### src/uv_sphere_tessellator_macros.svh
// Assertion macros of the tessellator RTL, used by the output register.
`ifndef UV_SPHERE_TESSELLATOR_MACROS_SVH
`define UV_SPHERE_TESSELLATOR_MACROS_SVH

// Same-cycle implication, disabled while reset is asserted.
`define UVST_ASSERT_HOLDS(lbl, clk, rst_n, ante, cons, msg) \
  lbl: assert property (@(posedge clk) disable iff (!rst_n) (ante) |-> (cons)) \
    else $error(msg);

// Next-cycle implication, disabled while reset is asserted.
`define UVST_ASSERT_NEXT(lbl, clk, rst_n, ante, cons, msg) \
  lbl: assert property (@(posedge clk) disable iff (!rst_n) (ante) |=> (cons)) \
    else $error(msg);

`endif

### src/uvst_pkg.sv
// Types, constants and arithmetic helpers of the UV-sphere tessellator.
`default_nettype none

package uvst_pkg;

  // Angle multipliers and the texture split below assume a level of at most 4.
  localparam int unsigned MAX_DETAIL = 4;

  typedef enum logic [0:0] {
    REG_DETAIL = 1'b0,
    REG_RADIUS = 1'b1
  } cfg_reg_e;

  typedef enum logic [0:0] {
    CMD_VERTEX = 1'b0,
    CMD_QUAD   = 1'b1
  } cmd_e;

  // Fields that ride along the pipeline untouched.
  typedef struct packed {
    logic        quad;
    logic [16:0] tex_u;
    logic [16:0] tex_v;
    logic [11:0] first;
    logic [11:0] second;
  } side_t;

  typedef struct packed {
    side_t      side;
    logic [7:0] th;
    logic [7:0] ph;
  } angle_t;

  typedef struct packed {
    side_t              side;
    logic signed [15:0] st;
    logic signed [15:0] ct;
    logic signed [15:0] sp;
    logic signed [15:0] cp;
  } trig_t;

  typedef struct packed {
    side_t              side;
    logic signed [15:0] nx;
    logic signed [15:0] ny;
    logic signed [15:0] nz;
  } norm_t;

  typedef struct packed {
    side_t              side;
    logic signed [15:0] nx;
    logic signed [15:0] ny;
    logic signed [15:0] nz;
    logic signed [16:0] px;
    logic signed [16:0] py;
    logic signed [16:0] pz;
  } vert_t;

  function automatic logic [2:0] eff_detail(input logic [2:0] d);
    if (d == 3'd0) return 3'd1;
    if (d > 3'(MAX_DETAIL)) return 3'(MAX_DETAIL);
    return d;
  endfunction

  // Steps of pi/96 per grid index: 12/d.
  function automatic logic [3:0] angle_mult(input logic [2:0] d);
    logic [3:0] m;
    case (d)
      3'd1:    m = 4'd12;
      3'd2:    m = 4'd6;
      3'd3:    m = 4'd4;
      3'd4:    m = 4'd3;
      default: m = 4'd12;
    endcase
    return m;
  endfunction

  // sin(i*pi/96) in Q1.14 for i = 0..48.
  function automatic logic [14:0] quarter_sine(input logic [5:0] i);
    logic [14:0] v;
    case (i)
      6'd0:  v = 15'd0;     6'd1:  v = 15'd536;   6'd2:  v = 15'd1072;
      6'd3:  v = 15'd1606;  6'd4:  v = 15'd2139;  6'd5:  v = 15'd2669;
      6'd6:  v = 15'd3196;  6'd7:  v = 15'd3720;  6'd8:  v = 15'd4240;
      6'd9:  v = 15'd4756;  6'd10: v = 15'd5266;  6'd11: v = 15'd5771;
      6'd12: v = 15'd6270;  6'd13: v = 15'd6762;  6'd14: v = 15'd7246;
      6'd15: v = 15'd7723;  6'd16: v = 15'd8192;  6'd17: v = 15'd8652;
      6'd18: v = 15'd9102;  6'd19: v = 15'd9543;  6'd20: v = 15'd9974;
      6'd21: v = 15'd10394; 6'd22: v = 15'd10803; 6'd23: v = 15'd11200;
      6'd24: v = 15'd11585; 6'd25: v = 15'd11963; 6'd26: v = 15'd12318;
      6'd27: v = 15'd12665; 6'd28: v = 15'd12998; 6'd29: v = 15'd13318;
      6'd30: v = 15'd13623; 6'd31: v = 15'd13913; 6'd32: v = 15'd14189;
      6'd33: v = 15'd14449; 6'd34: v = 15'd14694; 6'd35: v = 15'd14924;
      6'd36: v = 15'd15137; 6'd37: v = 15'd15334; 6'd38: v = 15'd15515;
      6'd39: v = 15'd15679; 6'd40: v = 15'd15826; 6'd41: v = 15'd15956;
      6'd42: v = 15'd16069; 6'd43: v = 15'd16165; 6'd44: v = 15'd16244;
      6'd45: v = 15'd16305; 6'd46: v = 15'd16349; 6'd47: v = 15'd16375;
      6'd48: v = 15'd16384;
      default: v = 15'd0;
    endcase
    return v;
  endfunction

  // Fold an angle index back into one turn (0..191).
  function automatic logic [7:0] wrap_turn(input logic [7:0] a);
    return (a >= 8'd192) ? 8'(a - 8'd192) : a;
  endfunction

  // sin(a*pi/96) in Q1.14, a in 0..191.
  function automatic logic signed [15:0] sine_q14(input logic [7:0] a);
    logic [1:0]  q;
    logic [5:0]  r;
    logic [14:0] m;
    if (a < 8'd48) begin
      q = 2'd0;
      r = a[5:0];
    end else if (a < 8'd96) begin
      q = 2'd1;
      r = 6'(a - 8'd48);
    end else if (a < 8'd144) begin
      q = 2'd2;
      r = 6'(a - 8'd96);
    end else begin
      q = 2'd3;
      r = 6'(a - 8'd144);
    end
    m = q[0] ? quarter_sine(6'd48 - r) : quarter_sine(r);
    return q[1] ? -$signed({1'b0, m}) : $signed({1'b0, m});
  endfunction

  // v / 2^14 rounded to nearest, ties away from zero.
  function automatic logic signed [20:0] round_q14(input logic signed [33:0] v);
    logic [33:0] mag;
    logic [33:0] sum;
    logic [19:0] sh;
    mag = v[33] ? 34'(-v) : 34'(v);
    sum = mag + 34'd8192;
    sh  = sum[33:14];
    return v[33] ? -$signed({1'b0, sh}) : $signed({1'b0, sh});
  endfunction

  // 65536 - round(idx*65536/count), count = 16d for longitude, 8d for latitude.
  function automatic logic [16:0] tex_coord(input logic [6:0] idx, input logic [2:0] d,
                                            input logic is_lon);
    logic [14:0] prod;
    logic [5:0]  q;
    logic [1:0]  r;
    logic [12:0] frac;
    logic [19:0] part;
    // idx/3 by reciprocal; exact for the index range here
    prod = 15'(idx) * 15'd171;
    q    = prod[14:9];
    r    = 2'(idx - 7'(q) * 7'd3);
    frac = 13'd0;
    case (d)
      3'd1: part = is_lon ? (20'(idx) << 12) : (20'(idx) << 13);
      3'd2: part = is_lon ? (20'(idx) << 11) : (20'(idx) << 12);
      3'd4: part = is_lon ? (20'(idx) << 10) : (20'(idx) << 11);
      3'd3: begin
        case (r)
          2'd1:    frac = is_lon ? 13'd1365 : 13'd2731;
          2'd2:    frac = is_lon ? 13'd2731 : 13'd5461;
          default: frac = 13'd0;
        endcase
        part = (is_lon ? (20'(q) << 12) : (20'(q) << 13)) + 20'(frac);
      end
      default: part = 20'd0;
    endcase
    return 17'(20'd65536 - part);
  endfunction

endpackage

`default_nettype wire

### src/uvst_out.sv
// Output register: emits vertices and splits a quad into its two triangles.
`default_nettype none

`include "uv_sphere_tessellator_macros.svh"

module uvst_out (
  input  wire logic                clk_i,
  input  wire logic                rst_ni,
  input  wire logic                valid_i,
  input  wire uvst_pkg::vert_t     data_i,
  input  wire logic                out_stall_i,
  output logic                     advance_o,
  output logic                     out_valid_o,
  output logic signed [16:0]       pos_x_o,
  output logic signed [16:0]       pos_y_o,
  output logic signed [16:0]       pos_z_o,
  output logic signed [15:0]       norm_x_o,
  output logic signed [15:0]       norm_y_o,
  output logic signed [15:0]       norm_z_o,
  output logic [16:0]              tex_u_o,
  output logic [16:0]              tex_v_o,
  output logic [11:0]              corner_a_o,
  output logic [11:0]              corner_b_o,
  output logic [11:0]              corner_c_o,
  output logic                     last_of_run_o
);

  logic               out_valid_q;
  logic               pend_q;
  logic               out_free;
  logic               advance;
  logic               last_q;
  logic signed [16:0] px_q, py_q, pz_q;
  logic signed [15:0] nx_q, ny_q, nz_q;
  logic [16:0]        tu_q, tv_q;
  logic [11:0]        ca_q, cb_q, cc_q;
  logic [11:0]        first_inc;

  assign out_free   = !out_valid_q || !out_stall_i;
  // Freeze the pipeline while the second triangle of a quad is pending.
  assign advance    = out_free && !pend_q;
  assign first_inc  = data_i.side.first + 12'd1;

  always_ff @(posedge clk_i or negedge rst_ni) begin
    if (!rst_ni) begin
      out_valid_q <= 1'b0;
      pend_q      <= 1'b0;
    end else if (out_free) begin
      if (pend_q) begin
        out_valid_q <= 1'b1;
        pend_q      <= 1'b0;
      end else begin
        out_valid_q <= valid_i;
        pend_q      <= valid_i && data_i.side.quad;
      end
    end
  end

  always_ff @(posedge clk_i) begin
    if (out_free) begin
      if (pend_q || data_i.side.quad) begin
        px_q <= '0;
        py_q <= '0;
        pz_q <= '0;
        nx_q <= '0;
        ny_q <= '0;
        nz_q <= '0;
        tu_q <= '0;
        tv_q <= '0;
        if (pend_q) begin
          // The quad has already left the pipeline: build the second
          // triangle from the corners of the first one.
          ca_q   <= cb_q;
          cb_q   <= cb_q + 12'd1;
          last_q <= 1'b1;
        end else begin
          ca_q   <= data_i.side.first;
          cb_q   <= data_i.side.second;
          cc_q   <= first_inc;
          last_q <= 1'b0;
        end
      end else begin
        px_q   <= data_i.px;
        py_q   <= data_i.py;
        pz_q   <= data_i.pz;
        nx_q   <= data_i.nx;
        ny_q   <= data_i.ny;
        nz_q   <= data_i.nz;
        tu_q   <= data_i.side.tex_u;
        tv_q   <= data_i.side.tex_v;
        ca_q   <= '0;
        cb_q   <= '0;
        cc_q   <= '0;
        last_q <= 1'b1;
      end
    end
  end

  assign advance_o     = advance;
  assign out_valid_o   = out_valid_q;
  assign pos_x_o       = px_q;
  assign pos_y_o       = py_q;
  assign pos_z_o       = pz_q;
  assign norm_x_o      = nx_q;
  assign norm_y_o      = ny_q;
  assign norm_z_o      = nz_q;
  assign tex_u_o       = tu_q;
  assign tex_v_o       = tv_q;
  assign corner_a_o    = ca_q;
  assign corner_b_o    = cb_q;
  assign corner_c_o    = cc_q;
  assign last_of_run_o = last_q;

  `UVST_ASSERT_HOLDS(a_pend_holds_first, clk_i, rst_ni, pend_q, out_valid_q && !last_q, "pending quad without first triangle held")
  `UVST_ASSERT_HOLDS(a_first_has_pend, clk_i, rst_ni, out_valid_q && !last_q, pend_q, "first triangle shown without second pending")
  `UVST_ASSERT_HOLDS(a_pend_freezes, clk_i, rst_ni, pend_q, !advance, "pipeline advanced during quad split")
  `UVST_ASSERT_NEXT(a_pend_then_last, clk_i, rst_ni, pend_q && !out_stall_i, out_valid_q && last_q && !pend_q, "second triangle not issued")

endmodule

`default_nettype wire

### config.mk
export PLATFORM = sky130hd
export DESIGN_NAME = uvst_out
export DESIGN_NICKNAME = d
export VERILOG_FILES = /design/src/uvst_pkg.sv /design/src/uvst_out.sv
export VERILOG_INCLUDE_DIRS = /design/src /design/src/src
export SDC_FILE = /design/constraint.sdc
export NUM_CORES = 1
export LEC_CHECK = 0
export ABC_CLOCK_PERIOD_IN_PS = 3970
export CORE_MARGIN = 10
export CORE_UTILIZATION = 35
export DETAILED_ROUTE_END_ITERATION = 10
export DONT_BUFFER_PORTS = 1
export HOLD_SLACK_MARGIN = 0.06
export PLACE_DENSITY_LB_ADDON = 0.05
export SETUP_SLACK_MARGIN = 0.15
export SYNTH_ARGS = -nofsm -noshare
export SYNTH_HDL_FRONTEND = slang
export SYNTH_SLANG_ARGS = --single-unit
export TNS_END_PERCENT = 10
### constraint.sdc
create_clock -name clk_i -period 3.97 [get_ports clk_i]
set_input_delay 0.1985 -clock clk_i [delete_from_list [all_inputs] [get_ports clk_i]]
set_output_delay 0.1985 -clock clk_i [all_outputs]
set_load 0.05 [all_outputs]
==> flow_summary.ini, run 1 <==
[yosys]
synth-edff-count = 170
syn_inst = 470
synth_ff_type = edfxtp_1
yosysWarnings = 0
synth_area_leaders = edfxtp_1 74%, and2_1 12%, nand2_1 2.2%
synthTopCellsByCount = 170 x edfxtp_1, 134 x and2_1, 40 x nand2_1, 16 x clkbuf_1, 15 x o21ai_0
netlist-cell-type-count = 39
synthMostInstantiatedCell = edfxtp_1
syn_avg_cell_area_um2 = 14.67
netlist_area_mm2 = 0.006895
ys_seq_area_share_pct = 74.76
syn-num-nets = 634
synthArstFlopShare_pct = 1.163
synth_top_area_share_pct = 74.03
synth_seq_cells = 172
synth_top_cell_by_area = edfxtp_1

[clock_network]
postCtsSetupBuffers = 0
cts.sinks = 172
htreeDepth = 4
cts_buffer_depth = 2
ctsHoldBuffers = 151
cts_root_buf = clkbuf_16
cts-resized-gates = 0
cts_buffers = 17

[floorplanning]
num_io_pins = 334
die_h_um = 160.4
die_width_um = 160.4
floorplan.initialDensity_pct = 35.55
row_count = 51

[run_status]
tool.error = [ERROR RSZ-0060] Max buffer count reached.
failing_step = clock tree synthesis
outcome = did not finish

[placed_design]
place_area_mm2 = 0.007209
place.detailed.hpwl_um = 14350
place_congestion = 0.7568
numPortBuffers = 0
==> kinds of logic after synthesis <==
family / count (synthesis) / synth area share, %
compound gates: 37 / 3.266
xor+xnor: 6 / 0.7621
fa+ha+maj: 2 / 0.3629
buf+inv: 28 / 1.633
flops: 172 / 74.76
mux: 5 / 0.7259
simple gates: 220 / 18.49
==> per-stage QoR <==
step	utilization (%)	setup WS (ns)	hold slack, ns	instances
floorplan	-	0.8897	-0.09709	470
global placement	37.16	1.705	-0.09697	719
detailed placement	37.16	1.663	-0.09698	719
==> inputs of run 2 (changes only) <==
--- a/config.mk
+++ b/config.mk
@@ -6,14 +6,12 @@
 export SDC_FILE = /design/constraint.sdc
 export NUM_CORES = 1
 export LEC_CHECK = 0
-export ABC_CLOCK_PERIOD_IN_PS = 3970
+export ABC_CLOCK_PERIOD_IN_PS = 5200
 export CORE_MARGIN = 10
-export CORE_UTILIZATION = 35
+export CORE_UTILIZATION = 20
 export DETAILED_ROUTE_END_ITERATION = 10
 export DONT_BUFFER_PORTS = 1
-export HOLD_SLACK_MARGIN = 0.06
-export PLACE_DENSITY_LB_ADDON = 0.05
-export SETUP_SLACK_MARGIN = 0.15
+export PLACE_DENSITY_LB_ADDON = 0.15
 export SYNTH_ARGS = -nofsm -noshare
 export SYNTH_HDL_FRONTEND = slang
 export SYNTH_SLANG_ARGS = --single-unit
==> constraint.sdc (replaced) <==
create_clock -name clk_i -period 5.2 [get_ports clk_i]
set_input_delay 0.26 -clock clk_i [delete_from_list [all_inputs] [get_ports clk_i]]
set_output_delay 0.26 -clock clk_i [all_outputs]
set_load 0.05 [all_outputs]
==> run 2 against run 1 <==
Effect of this change:
- the flow now finishes without violations
- area after synthesis is the same
- synthesized cell count is the same
==> flow_summary.ini, run 2 <==
[run_status]
outcome = finished, final reports clean

[floorplanning]
core_area_mm2 = 0.03378
row_count = 67
num_io_pins = 334
die_width_um = 205.7
die_h_um = 205.7
fp.dieArea_mm2 = 0.04230
floorplan.initialDensity_pct = 20.41

[worst_setup_path]
cp-end-kind = primary output
crit_required_ns = 4.94
crit_fanout = 5
path_class = register to primary output
cp_slowest_cell = a21oi_1
crit_arrival_ns = 2.05
worst_path_largest_cell_delay_ns = 0.99
worst-path-buf-inv = 0
path_cells = a21oi_1
path_delay_family = compound AO/OA/AOI/OAI gates
cp-start-kind = register

[timing]
setup_viol = 0
skew_ns = 0.008981
slew_headroom_pct = 22.86
finalCriticalPeriod_ns = 2.311
clock.fmax_ghz = 0.4326
finalSetupTns_ns = 0
grt_setup_unrepaired = no
tightestPinTransition_ns = 1.157
finalMaxSlewViolations = 0
hold_viol = 0
finalCritPeriodShare_pct = 44.45

[yosys]
synthTopCellsByCount = 170 x edfxtp_1, 134 x and2_1, 40 x nand2_1, 16 x clkbuf_1, 15 x o21ai_0
yosysWarnings = 0
syn_inst = 470
synth_top_cell_by_area = edfxtp_1
netlist-cell-type-count = 39
synth.area.mux_share_pct = 0.7258
syn_avg_cell_area_um2 = 14.67
synth_seq_cells = 172
synth_area_leaders = edfxtp_1 74%, and2_1 12%, nand2_1 2.2%
synthMostInstantiatedCell = edfxtp_1
synthAdderAreaFrac_pct = 0.3629
netlist_area_mm2 = 0.006895
synth-edff-count = 170
ys_seq_area_share_pct = 74.76
synth_compound_area_share_pct = 3.266
synth_ff_type = edfxtp_1
syn-num-nets = 634
synth_top_family_by_area = simple AND/OR/NAND/NOR gates
synth-simple-area-share_pct = 18.49
synth-xor-area-share_pct = 0.7621
synth_top_area_share_pct = 74.03
synthArstFlopShare_pct = 1.163

[final_layout]
finalNonFillerCells = 1061
seq_area_mm2 = 0.005155
drive_gt1_share_pct = 6.579
layout_common_cells = 170 x edfxtp_1, 134 x and2_1, 125 x dlygate4sd3_1
syn_to_final_growth_pct = 35.00
final_common_cell = edfxtp_1
fillers = 3443
multi_input_area_mm2 = 0.001643
fin_nets = 760
post-route-util_pct = 27.55

[placed_design]
place_congestion = 0.7823
numPortBuffers = 0
place.detailed.hpwl_um = 16020
dp.cells = 900

[hold_path]
min_path_type = input port to register

[clock_network]
clock_latency_ns = 0.44
postCtsSetupBuffers = 0
htreeDepth = 4
cts_buffer_depth = 2
cts_tree = done
cts_buffers = 17
clk_pin_slew_ns = 0.07
cts_root_buf = clkbuf_16
cts.sinks = 172

[grt]
grt_max_degree = 144
antenna_found_initial = 6
grt_overflow = 0
grt_pass1_vias = 4550
grtUsageTotal_pct = 10.11
grt_pass1_wl_um = 31360

[power]
p_per_area_mw_per_mm2 = 424.9
fin_total_pwr_mw = 3.955
ir_worst_vdd_mv = 0.2215
p_leak_nw = 3.303

[routing]
ant_nets = 0
drtPass1Iterations = 4
vias = 4171
remaining_drc_errors = 0
vias_per_cell = 3.931
finalWirelength_um = 22030
drt_iter0_markers = 256
wl_per_cell_um = 20.76

[run]
maxCapViolCount = 0
[run 2: cell counts after synthesis]
Identical to the previous run, type by type.
[run 2: final cells by class]
| class | instances | area share, % |
|---|---|---|
| diodes | 5 | 0.1344 |
| clock buffers | 18 | 4.610 |
| inverters | 5 | 0.2016 |
| well taps | 448 | 6.022 |
| repair buffers | 130 | 13.98 |
| clock inverters | 13 | 2.030 |
| flip-flops and latches | 172 | 55.38 |
| multi-input cells | 270 | 17.65 |
[run 2: what timing repair did]
item / CTS / global route
gates resized for setup: 0 / 0
hold endpoints to repair: 126 / 0
hold buffers: 125 / 0
[run 2: path summary, 6_finish.rpt]
path                        startpoint           end  slack, ns  depth (start not counted)
setup / recovery           out_valid_o     advance_o       2.89                          1
hold reg to reg                 pend_q        pend_q       0.84                          3
setup reg to reg           out_valid_o  norm_y_o[13]       3.07                          2
min in group asynchronous       rst_ni   out_valid_o       0.05                          1
hold / removal              data_i[40]    pos_x_o[6]       0.04                          1
max in group asynchronous       rst_ni        pend_q       5.02                          1
[run 2: through the flow]
step	setup WS (ns)	hold slack, ns	cell area [um^2]
floorplan	0.4979	-0.03559	6895
global placement	3.081	-0.03548	7427
detailed placement	3.002	-0.03549	7427
CTS	2.822	0.0003837	9296
global route	2.773	0.005819	9304
finish	2.889	0.03865	9309
[run 2: logic make-up after synthesis]
logic type	after synthesis
AOI/OAI and AO/OA	37
DFF	172
xor gates and xnor gates	6
muxes	5
buffers and inverters	28
and+or+nand+nor	220
adders and majority gates	2
[run 2: where the power goes]
| part | internal [mW] | leakage [nW] | switching (mW) | total (mW) |
|---|---|---|---|---|
| clock network | 0.806 | 0.288 | 0.565 | 1.37 |
| registers | 1.72 | 1.81 | 0.594 | 2.31 |
| logic | 0.130 | 1.21 | 0.144 | 0.274 |
| total | 2.65 | 3.30 | 1.30 | 3.96 |
[run 2: routing by layer]
layer	routed length, um	global-route usage, %	part of all wire, %
met5	0	0	0
met2	10480	16.19	48
met1	8171	10.64	37
met4	302	3.465	1.4
met3	3069	6.385	14
Note: power is estimated with default switching activity, not from simulation.
