===== src/uv_sphere_tessellator_macros.svh =====
// Assertion macros of the tessellator RTL, used by the output register.
`ifndef UV_SPHERE_TESSELLATOR_MACROS_SVH
`define UV_SPHERE_TESSELLATOR_MACROS_SVH

// Same-cycle implication, disabled while reset is asserted.
`define UVST_ASSERT_HOLDS(lbl, clk, rst_n, ante, cons, msg) \
  lbl: assert property (@(posedge clk) disable iff (!rst_n) (ante) |-> (cons)) \
    else $error(msg);

// Next-cycle implication, disabled while reset is asserted.
`define UVST_ASSERT_NEXT(lbl, clk, rst_n, ante, cons, msg) \
  lbl: assert property (@(posedge clk) disable iff (!rst_n) (ante) |=> (cons)) \
    else $error(msg);

`endif


===== src/uvst_pkg.sv =====
// Types, constants and arithmetic helpers of the UV-sphere tessellator.
`default_nettype none

package uvst_pkg;

  // Angle multipliers and the texture split below assume a level of at most 4.
  localparam int unsigned MAX_DETAIL = 4;

  typedef enum logic [0:0] {
    REG_DETAIL = 1'b0,
    REG_RADIUS = 1'b1
  } cfg_reg_e;

  typedef enum logic [0:0] {
    CMD_VERTEX = 1'b0,
    CMD_QUAD   = 1'b1
  } cmd_e;

  // Fields that ride along the pipeline untouched.
  typedef struct packed {
    logic        quad;
    logic [16:0] tex_u;
    logic [16:0] tex_v;
    logic [11:0] first;
    logic [11:0] second;
  } side_t;

  typedef struct packed {
    side_t      side;
    logic [7:0] th;
    logic [7:0] ph;
  } angle_t;

  typedef struct packed {
    side_t              side;
    logic signed [15:0] st;
    logic signed [15:0] ct;
    logic signed [15:0] sp;
    logic signed [15:0] cp;
  } trig_t;

  typedef struct packed {
    side_t              side;
    logic signed [15:0] nx;
    logic signed [15:0] ny;
    logic signed [15:0] nz;
  } norm_t;

  typedef struct packed {
    side_t              side;
    logic signed [15:0] nx;
    logic signed [15:0] ny;
    logic signed [15:0] nz;
    logic signed [16:0] px;
    logic signed [16:0] py;
    logic signed [16:0] pz;
  } vert_t;

  function automatic logic [2:0] eff_detail(input logic [2:0] d);
    if (d == 3'd0) return 3'd1;
    if (d > 3'(MAX_DETAIL)) return 3'(MAX_DETAIL);
    return d;
  endfunction

  // Steps of pi/96 per grid index: 12/d.
  function automatic logic [3:0] angle_mult(input logic [2:0] d);
    logic [3:0] m;
    case (d)
      3'd1:    m = 4'd12;
      3'd2:    m = 4'd6;
      3'd3:    m = 4'd4;
      3'd4:    m = 4'd3;
      default: m = 4'd12;
    endcase
    return m;
  endfunction

  // sin(i*pi/96) in Q1.14 for i = 0..48.
  function automatic logic [14:0] quarter_sine(input logic [5:0] i);
    logic [14:0] v;
    case (i)
      6'd0:  v = 15'd0;     6'd1:  v = 15'd536;   6'd2:  v = 15'd1072;
      6'd3:  v = 15'd1606;  6'd4:  v = 15'd2139;  6'd5:  v = 15'd2669;
      6'd6:  v = 15'd3196;  6'd7:  v = 15'd3720;  6'd8:  v = 15'd4240;
      6'd9:  v = 15'd4756;  6'd10: v = 15'd5266;  6'd11: v = 15'd5771;
      6'd12: v = 15'd6270;  6'd13: v = 15'd6762;  6'd14: v = 15'd7246;
      6'd15: v = 15'd7723;  6'd16: v = 15'd8192;  6'd17: v = 15'd8652;
      6'd18: v = 15'd9102;  6'd19: v = 15'd9543;  6'd20: v = 15'd9974;
      6'd21: v = 15'd10394; 6'd22: v = 15'd10803; 6'd23: v = 15'd11200;
      6'd24: v = 15'd11585; 6'd25: v = 15'd11963; 6'd26: v = 15'd12318;
      6'd27: v = 15'd12665; 6'd28: v = 15'd12998; 6'd29: v = 15'd13318;
      6'd30: v = 15'd13623; 6'd31: v = 15'd13913; 6'd32: v = 15'd14189;
      6'd33: v = 15'd14449; 6'd34: v = 15'd14694; 6'd35: v = 15'd14924;
      6'd36: v = 15'd15137; 6'd37: v = 15'd15334; 6'd38: v = 15'd15515;
      6'd39: v = 15'd15679; 6'd40: v = 15'd15826; 6'd41: v = 15'd15956;
      6'd42: v = 15'd16069; 6'd43: v = 15'd16165; 6'd44: v = 15'd16244;
      6'd45: v = 15'd16305; 6'd46: v = 15'd16349; 6'd47: v = 15'd16375;
      6'd48: v = 15'd16384;
      default: v = 15'd0;
    endcase
    return v;
  endfunction

  // Fold an angle index back into one turn (0..191).
  function automatic logic [7:0] wrap_turn(input logic [7:0] a);
    return (a >= 8'd192) ? 8'(a - 8'd192) : a;
  endfunction

  // sin(a*pi/96) in Q1.14, a in 0..191.
  function automatic logic signed [15:0] sine_q14(input logic [7:0] a);
    logic [1:0]  q;
    logic [5:0]  r;
    logic [14:0] m;
    if (a < 8'd48) begin
      q = 2'd0;
      r = a[5:0];
    end else if (a < 8'd96) begin
      q = 2'd1;
      r = 6'(a - 8'd48);
    end else if (a < 8'd144) begin
      q = 2'd2;
      r = 6'(a - 8'd96);
    end else begin
      q = 2'd3;
      r = 6'(a - 8'd144);
    end
    m = q[0] ? quarter_sine(6'd48 - r) : quarter_sine(r);
    return q[1] ? -$signed({1'b0, m}) : $signed({1'b0, m});
  endfunction

  // v / 2^14 rounded to nearest, ties away from zero.
  function automatic logic signed [20:0] round_q14(input logic signed [33:0] v);
    logic [33:0] mag;
    logic [33:0] sum;
    logic [19:0] sh;
    mag = v[33] ? 34'(-v) : 34'(v);
    sum = mag + 34'd8192;
    sh  = sum[33:14];
    return v[33] ? -$signed({1'b0, sh}) : $signed({1'b0, sh});
  endfunction

  // 65536 - round(idx*65536/count), count = 16d for longitude, 8d for latitude.
  function automatic logic [16:0] tex_coord(input logic [6:0] idx, input logic [2:0] d,
                                            input logic is_lon);
    logic [14:0] prod;
    logic [5:0]  q;
    logic [1:0]  r;
    logic [12:0] frac;
    logic [19:0] part;
    // idx/3 by reciprocal; exact for the index range here
    prod = 15'(idx) * 15'd171;
    q    = prod[14:9];
    r    = 2'(idx - 7'(q) * 7'd3);
    frac = 13'd0;
    case (d)
      3'd1: part = is_lon ? (20'(idx) << 12) : (20'(idx) << 13);
      3'd2: part = is_lon ? (20'(idx) << 11) : (20'(idx) << 12);
      3'd4: part = is_lon ? (20'(idx) << 10) : (20'(idx) << 11);
      3'd3: begin
        case (r)
          2'd1:    frac = is_lon ? 13'd1365 : 13'd2731;
          2'd2:    frac = is_lon ? 13'd2731 : 13'd5461;
          default: frac = 13'd0;
        endcase
        part = (is_lon ? (20'(q) << 12) : (20'(q) << 13)) + 20'(frac);
      end
      default: part = 20'd0;
    endcase
    return 17'(20'd65536 - part);
  endfunction

endpackage

`default_nettype wire


===== src/uvst_front.sv =====
// Front stage: clamp indices, angle steps, texture coordinates and quad corners.
`default_nettype none

module uvst_front (
  input  wire logic                 clk_i,
  input  wire logic                 rst_ni,
  input  wire logic                 en_i,
  input  wire logic                 valid_i,
  input  wire logic                 command_i,
  input  wire logic [5:0]           lat_index_i,
  input  wire logic [6:0]           lon_index_i,
  input  wire logic [2:0]           detail_i,
  output logic                      valid_o,
  output uvst_pkg::angle_t          data_o
);

  logic [2:0]       d;
  logic [5:0]       bands;
  logic [6:0]       segs;
  logic [6:0]       seg_stride;
  logic             quad;
  logic [5:0]       lat_lim;
  logic [6:0]       lon_lim;
  logic [5:0]       lat_c;
  logic [6:0]       lon_c;
  logic [3:0]       mult;
  logic [9:0]       th_full;
  logic [10:0]      ph_full;
  logic [12:0]      first_full;
  logic [11:0]      first;
  logic             valid_q;
  uvst_pkg::angle_t data_d, data_q;

  always_comb begin
    d          = uvst_pkg::eff_detail(detail_i);
    bands      = {d, 3'b000};
    segs       = {d, 4'b0000};
    seg_stride = segs + 7'd1;
    quad       = (uvst_pkg::cmd_e'(command_i) == uvst_pkg::CMD_QUAD);
    lat_lim    = quad ? bands - 6'd1 : bands;
    lon_lim    = quad ? segs - 7'd1 : segs;
    lat_c      = (lat_index_i > lat_lim) ? lat_lim : lat_index_i;
    lon_c      = (lon_index_i > lon_lim) ? lon_lim : lon_index_i;
    mult       = uvst_pkg::angle_mult(d);
    th_full    = 10'(lat_c) * 10'(mult);
    ph_full    = 11'(lon_c) * 11'(mult);
    first_full = 13'(lat_c) * 13'(seg_stride) + 13'(lon_c);
    first      = first_full[11:0];

    data_d.th          = th_full[7:0];
    data_d.ph          = ph_full[7:0];
    data_d.side.quad   = quad;
    data_d.side.tex_u  = uvst_pkg::tex_coord(lon_c, d, 1'b1);
    data_d.side.tex_v  = uvst_pkg::tex_coord({1'b0, lat_c}, d, 1'b0);
    data_d.side.first  = first;
    data_d.side.second = first + 12'(seg_stride);
  end

  always_ff @(posedge clk_i or negedge rst_ni) begin
    if (!rst_ni) begin
      valid_q <= 1'b0;
    end else if (en_i) begin
      valid_q <= valid_i;
    end
  end

  always_ff @(posedge clk_i) begin
    if (en_i) begin
      data_q <= data_d;
    end
  end

  assign valid_o = valid_q;
  assign data_o  = data_q;

endmodule

`default_nettype wire


===== config.mk =====
export PLATFORM = sky130hd
export DESIGN_NAME = uvst_front
export DESIGN_NICKNAME = d
export VERILOG_FILES = /design/src/uv_sphere_tessellator_macros.svh /design/src/uvst_pkg.sv /design/src/uvst_front.sv
export SDC_FILE = /design/constraint.sdc
export NUM_CORES = 1
export LEC_CHECK = 0
export ABC_CLOCK_PERIOD_IN_PS = 950
export BUFFER_PORTS_ARGS = -buffer_cell sky130_fd_sc_hd__buf_4
export CAP_MARGIN = 15
export CORE_ASPECT_RATIO = 0.5
export CORE_UTILIZATION = 60
export DETAILED_ROUTE_END_ITERATION = 10
export PLACE_DENSITY = 0.82
export SYNTH_ARGS = -nofsm -noshare
export SYNTH_HDL_FRONTEND = slang
export SYNTH_SLANG_ARGS = --single-unit

===== constraint.sdc =====
create_clock -name clk_i -period 0.95 [get_ports clk_i]
set_clock_uncertainty 0.15 [all_clocks]
set_input_delay 0.1425 -clock clk_i [delete_from_list [all_inputs] [get_ports clk_i]]
set_output_delay 0.1425 -clock clk_i [all_outputs]
set_load 0.02 [all_outputs]

==> run summary, run 1 <==
Error = [ERROR DPL-0038] Utilization greater than 100%, impossible to legalize
share of the synthesized area in the top cell type = 26.1%
io pins = 97
Synth Flop Type = edfxtp_1
Mapped Area = 7600 um^2
Synth Warn # = 0
hpwl dp = 20.4 mm
clk root buf = clkbuf_16
post-cts sizing count = 219
TritonCTS Buffers = 9
Synth Area per Inst = 9.93 um^2
synthesis-stage register bit count = 67
Starting Density = 62.9%
most frequent cells after synthesis = ha_1 (131), inv_1 (102), edfxtp_1 (66)
clk buf depth = 2
most numerous cell in the Yosys netlist = ha_1
port bufs = 96
Die W = 161 um
DP Worst Slack = -6590 ps
status = aborted with a tool error
Placer Congestion = 0.930
Async SR Flop Fraction = 1.49%
setup bufs post-CTS = 30
Rows = 28
dominant cells by area after synthesis = edfxtp_1 (26%), ha_1 (22%), fa_1 (10%)
register area share after synthesis = 26.4%
area leader, netlist = edfxtp_1
htree depth = 3
synthesized net count = 957
distinct cell type count after synthesis = 78
dpl cells = 1239
CTS Hold Bufs = 2
Last stage = clock tree synthesis (4_1_cts)
Synth Instances = 766
Clock Sink Count = 67
Die H = 81.6 um
EDFF count, synth = 66
[through the flow]
stage               utilization [%]  hold WS, ps  instance area, um^2
floorplan                         -         -303                 8120
global placement               88.2         -232                10700
detailed placement             88.2         -227                10700
[logic make-up after synthesis]
logic type / Yosys count / share of synthesized area [%]
adder cells (fa/ha/maj): 170 / 31.8
multiplexers: 10 / 1.55
AO/OA/AOI/OAI: 139 / 12.9
buffers and inverters: 132 / 7.11
AND/OR/NAND/NOR: 179 / 11.8
flip-flops: 67 / 26.4
XOR/XNOR: 69 / 8.41
==> run 2, diff against run 1 <==
--- a/config.mk
+++ b/config.mk
@@ -8,10 +8,9 @@
 export ABC_CLOCK_PERIOD_IN_PS = 950
 export BUFFER_PORTS_ARGS = -buffer_cell sky130_fd_sc_hd__buf_4
 export CAP_MARGIN = 15
-export CORE_ASPECT_RATIO = 0.5
-export CORE_UTILIZATION = 60
+export CORE_UTILIZATION = 40
 export DETAILED_ROUTE_END_ITERATION = 10
-export PLACE_DENSITY = 0.82
+export PLACE_DENSITY_LB_ADDON = 0.15
 export SYNTH_ARGS = -nofsm -noshare
 export SYNTH_HDL_FRONTEND = slang
 export SYNTH_SLANG_ARGS = --single-unit
==> run 2 against run 1 <==
  * The flow now finishes, with violations (negative hold slack, negative setup slack)
  * Area after synthesis is the same
  * Synthesized cell count is the same
==> run summary, run 2 <==
largest net degree at the start of global routing = 52
fin. max-slew vios = 0
VDD IR max = 3890 uV
synthesis-stage register bit count = 67 (unchanged)
Synth Area per Inst = 9.93 um^2 (unchanged)
Async SR Flop Fraction = 1.49% (unchanged)
Clock Sink Count = 67 (unchanged)
TritonCTS Buffers = 9 (unchanged)
Net Sw Power = 17.9 mW
core area = 18600 um^2
Mapped Area = 7600 um^2 (unchanged)
first-pass GRT wire length = 34.9 mm
top sig layer = met4
critical path class = primary input to register
htree depth = 3 (unchanged)
post-route worst setup slack = -6000 ps
most frequent CP cell = ha_4
antenna viol nets, final = 0
most numerous cell in the Yosys netlist = ha_1
Synth Instances = 766 (unchanged)
max-cap violations = 0
synthesized net count = 957 (unchanged)
Hold Slack = -104 ps
CTS Hold Bufs = 2 (unchanged)
Worst setup EP type = register
crit-path max FO = 4
clk buf depth = 2 (unchanged)
total gr overflow = 0
CP max stage delay = 470 ps
Final Hold Fails = 1
clock group share of total power = 7.4%
share of cells above drive strength 1 = 50.4%
Hold Crit Class = primary input to register
Synth Flop Type = edfxtp_1
io pins = 97 (unchanged)
Routed Wire Length = 21.0 mm
vias in the first global route = 7203
Die W = 140 um (-13%)
P_int = 26.1 mW
routed wire length per instance = 15.3 um
Critical Path Start Type = primary input
vias per cell = 4.94
WP data required = 880 ps
DRT Pass-1 Iters = 6
RSZ-0062 raised after global routing = true
post-route cell area = 12200 um^2
M1 WL = 9.92 mm
initial antenna violation count = 0
CTS tree = yes
cell area power density = 3610 nW/um^2
CP max stage cell = fa_1
area grow syn2layout = 60.4%
Max Freq = 144 MHz
Buf/Inv on CP = 5
final period utilization = 732%
placed cell area = 10700 um^2 (+0.83%)
combinational power share = 80.4%
nets = 1320
Initial DRC Count = 218
ant diodes = 0
clock latency at the later pin of the worst-skew pair = 330 ps
area leader, netlist = edfxtp_1
hpwl dp = 16.9 mm (-17%)
WP data arrival = 6880 ps
P_leak = 5.88 nW
worst slew pin tran = 509 ps
slew margin rel. = 65.7%
status = finished with violations
clock transition at the registers of the reported paths = 60 ps
failing checks = negative hold slack, negative setup slack
Filler cells = 1451
Synth Warn # = 0 (unchanged)
port bufs = 96 (unchanged)
final core area utilization = 65.4%
share of the synthesized area in the top cell type = 26.1% (unchanged)
distinct cell type count after synthesis = 78 (unchanged)
Tmin final = 6950 ps
commonest non-fill, non-tap cell in the layout = buf_4
Setup TNS = -293960 ps
max reg flops = 66
Flop pwr share = 12.2%
clk root buf = clkbuf_16
die area = 19600 um^2
EDFF count, synth = 66 (unchanged)
dominant cells by area after synthesis = edfxtp_1 (26%), ha_1 (22%), fa_1 (10%)
Rows = 50 (+79%)
Die H = 140 um (+71%)
most frequent cells after synthesis = ha_1 (131), inv_1 (102), edfxtp_1 (66)
final setup vio count = 141
via count = 6757
gr usage total = 22.2%
DRC = 0
Met3 Routed Length = 514 um
Starting Density = 40.8% (-22 points)
crit-path leading delay family = adder cells
register area share after synthesis = 26.4% (unchanged)
commonest non-fill, non-tap cells in the layout = buf_4 (291), ha_1 (94), inv_1 (87)
Placer Congestion = 0.910 (-2.2%)
WL met2 = 10.2 mm
Sw Ratio = 40.7%
[run 2: cell counts after synthesis]
No cell type changed its count.
[run 2: per-stage QoR]
| stage | setup WS (ps) | total power, mW | hold WS (ps) | std cells |
|---|---|---|---|---|
| 5_1_grt | -6400 | 45.7 | -105 | 1368 |
| 4_1_cts | -6010 | 42.2 | -115 | 1358 |
| 6_report | -6000 | 44.0 | -104 | 1368 |
| 3_3_place_gp | -6400 | 32.2 | -233 | 1310 |
| 3_5_place_dp | -6730 | 32.8 | -231 | 1310 |
| 2_1_floorplan | -6670 | 21.8 | -303 | 766 |
[run 2: path summary, 6_finish.rpt]
kind                             start          to  slack (ps)  depth (start not counted)
hold / removal                 valid_i     valid_o        -100                          2
setup reg to reg               valid_o     valid_o          30                          1
max in group asynchronous       rst_ni     valid_o          40                          3
min in group asynchronous       rst_ni     valid_o         500                          3
hold reg to reg                valid_o     valid_o         380                          1
setup / recovery           detail_i[1]  data_o[73]       -6000                         38
[run 2: layout make-up]
class | count | area (um^2) | share of cell area, %
Clock buffer | 11 | 233 | 1.91
Clock inverter | 5 | 55.1 | 0.452
Timing Repair Buffer | 375 | 3160 | 25.9
Tap cell | 234 | 293 | 2.40
Inverter | 109 | 424 | 3.48
Multi-Input combinational cell | 567 | 6020 | 49.4
Sequential cell | 67 | 2010 | 16.5
[run 2: routing by layer]
metal / GRT usage, % / vias up
met3: 2.24 / 29
li1: - / 3369
met4: 6.36 / 0
met2: 37.8 / 129
met5: 0 / -
met1: 29.9 / 3230
[run 2: logic make-up (layout without fill, tap and decap cells)]
logic type,Yosys count,after routing,share of synthesized area [%]
multiplexers,10,10,1.55
buffers and inverters,132,500,7.11
flip-flops,67,67,26.4
AO/OA/AOI/OAI,139,139,12.9
adder cells (fa/ha/maj),170,170,31.8
AND/OR/NAND/NOR,179,179,11.8
XOR/XNOR,69,69,8.41
[run 2: what timing repair did]
item | in CTS | in global routing
gates resized for setup | 133 | 50
setup buffers | 34 | 10
hold endpoints to repair | 2 | 1
pin swaps | 65 | 33
setup endpoints to repair | 141 | 141
[run 2: power groups by stage]
stage / sequential, mW / combinational [mW] / clock, mW
6_report: 5.34 / 35.4 / 3.26
5_1_grt: 5.37 / 36.8 / 3.44
4_1_cts: 5.32 / 33.5 / 3.32
3_5_place_dp: 5.22 / 27.6 / 0
3_3_place_gp: 5.18 / 27.0 / 0
2_1_floorplan: 6.56 / 15.3 / 0
Note: power is estimated with default switching activity, not from simulation.
==> run 3, diff against run 2 <==
--- a/config.mk
+++ b/config.mk
@@ -10,7 +10,7 @@
 export CAP_MARGIN = 15
 export CORE_UTILIZATION = 40
 export DETAILED_ROUTE_END_ITERATION = 10
-export PLACE_DENSITY_LB_ADDON = 0.15
+export PLACE_DENSITY = 0.66
 export SYNTH_ARGS = -nofsm -noshare
 export SYNTH_HDL_FRONTEND = slang
 export SYNTH_SLANG_ARGS = --single-unit
==> run 3 against run 2 <==
  * The run still ends with negative hold slack, negative setup slack left
  * Global-route usage is 1.0 points lower
  * Critical path depth is 1 lower
  * Flip-flop and latch count stayed put
  * Clock power is 12% lower
  * Sequential share of layout area is 0.22 points lower
  * Register-to-register slack hardly changed
  * Non-clock buffer count stayed put
  * Largest power group unchanged
  * Via count is 1.2% higher
  * Hold slack better by 15 ps
==> run summary, run 3 (synthesis gave the netlist of run 2 again) <==
status = finished with violations
failing checks = negative hold slack, negative setup slack
Tmin final = 6970 ps (+17.8 ps)
VDD IR max = 3530 uV (-9.4%)
commonest non-fill, non-tap cell in the layout = buf_4
vias in the first global route = 6862 (-4.7%)
port bufs = 96 (unchanged)
max reg flops = 66 (unchanged)
R2R Setup Slk = 30 ps (about the same)
Placer Congestion = 0.884 (-2.9%)
DRC = 0 (unchanged)
routed wire length per instance = 15.2 um (-0.71%)
clk buf depth = 2 (unchanged)
worst setup path end = data_o[73]
crit-path leading delay family = adder cells
Buf/Inv on CP = 5 (unchanged)
clock transition at the registers of the reported paths = 60 ps (about the same)
area grow syn2layout = 62.5%
Final Hold Fails = 1 (unchanged)
Clock Sink Count = 67 (unchanged)
stages on the worst setup path = 37 (-2.6%)
TritonCTS Buffers = 9 (unchanged)
vias per cell = 5.00 (+1.3%)
gr usage total = 21.2% (-1.0 points)
antenna viol nets, final = 0 (unchanged)
post-route worst setup slack = -6020 ps (-17.8 ps)
max-cap violations = 0 (unchanged)
Starting Density = 40.8% (unchanged)
crit-path max FO = 5 (+1)
RSZ-0062 raised after global routing = true
critical path class = primary input to register
first-pass GRT wire length = 32.9 mm (-5.7%)
CTS tree = yes
P_leak = 5.92 nW (+0.59%)
Critical Path Start Type = primary input
DRT Pass-1 Iters = 5 (-1)
placed cell area = 10700 um^2 (about the same)
CP max stage cell = fa_1
commonest non-fill, non-tap cells in the layout = buf_4 (267), buf_6 (98), ha_1 (92)
ant diodes = 0 (unchanged)
most frequent CP cell = ha_4
Routed Wire Length = 20.8 mm (-0.79%)
Initial DRC Count = 257 (+18%)
total gr overflow = 0 (unchanged)
cell area power density = 3420 nW/um^2 (-5.1%)
nets = 1320 (unchanged)
final period utilization = 734% (+1.9 points)
via count = 6840 (+1.2%)
Filler cells = 1414 (-2.5%)
hpwl dp = 16.0 mm (-5.1%)
Max Freq = 143 MHz (-0.26%)
CP max stage delay = 490 ps (+20 ps)
share of cells above drive strength 1 = 50.8% (+0.31 points)
core area = 18600 um^2 (unchanged)
initial antenna violation count = 0 (unchanged)
reg-to-reg endpoint = valid_o
WP data required = 890 ps (about the same)
r2r startpoint = valid_o
final setup vio count = 141 (unchanged)
Rows = 50 (unchanged)
largest net degree at the start of global routing = 22 (-58%)
Die W = 140 um (unchanged)
Hold Slack = -88.4 ps (+15.5 ps)
R2R depth = 1 (unchanged)
clk root buf = clkbuf_16
die area = 19600 um^2 (unchanged)
Worst Hold Launch = valid_i
fin. max-slew vios = 0 (unchanged)
Die H = 140 um (unchanged)
worst slew pin tran = 444 ps (-65.0 ps)
Power, Total = 42.3 mW (-3.8%)
CP startpoint = detail_i[1]
WP data arrival = 6910 ps (+30 ps)
htree depth = 3 (unchanged)
Hold Crit Class = primary input to register
clock latency at the later pin of the worst-skew pair = 320 ps (about the same)
io pins = 97 (unchanged)
slew margin rel. = 70.4% (+4.7 points)
Worst setup EP type = register
post-route cell area = 12400 um^2 (+1.4%)
==> run 3: cell types whose count changed in the layout (fill, tap and decap cells not counted), sizes merged <==
cell,before,now
bufinv,1,0
clkinvlp,2,0
clkinv,4,6
==> run 3: stage by stage <==
step           util [%]  cells  setup TNS (ps)  hold slack [ps]  setup slack, ps
2_1_floorplan         -    766         -276630             -303            -6670
3_3_place_gp       57.6   1307         -302480             -232            -6400
3_5_place_dp       57.6   1307         -307930             -231            -6610
4_1_cts            63.9   1355         -291220             -111            -5880
5_1_grt            66.3   1367         -305210            -83.2            -6310
6_report           66.3   1367         -291310            -88.4            -6020
==> run 3: worst min-delay path by stage <==
stage	slack, ps	to	cells after the start
2_1_floorplan	-300	valid_o	0
6_report	-90	valid_o	2
5_1_grt	-80	valid_o	2
4_1_cts	-110	valid_o	2
3_3_place_gp	-230	valid_o	1
3_5_place_dp	-230	valid_o	1
==> run 3: cell type report <==
type / instances / area, um^2 / area share [%]
clock buffers: 11 / 233 / 1.88
inverters: 109 / 424 / 3.43
multi-input cells: 567 / 6120 / 49.5
well taps: 234 / 293 / 2.37
repair buffers: 375 / 3260 / 26.4
flip-flops and latches: 67 / 2010 / 16.2
clock inverters: 4 / 18.8 / 0.152
==> run 3: per-layer routing <==
metal  up-vias  track usage (%)  part of all wire (%)
li1       3371                -                     -
met1      3278             28.2                    45
met2       170             36.3                    49
met3        21             2.41                   4.3
met4         0             5.73                   1.4
met5         -                0                     0
==> run 3: what timing repair did <==
item / in CTS / in global routing
resized for setup: 153 / 80
pin swaps: 48 / 43
setup endpoints to repair: 141 / 143
setup buffers: 31 / 21
hold buffers: 2 / 1
endpoints found under the hold margin: 2 / 2
==> run 3: power breakdown <==
group / internal [mW] / switching (mW) / leakage, nW
clock: 1.73 / 1.15 / 0.127
sequential: 4.85 / 0.514 / 0.650
combinational: 18.1 / 15.9 / 5.14
total: 24.7 / 17.6 / 5.92
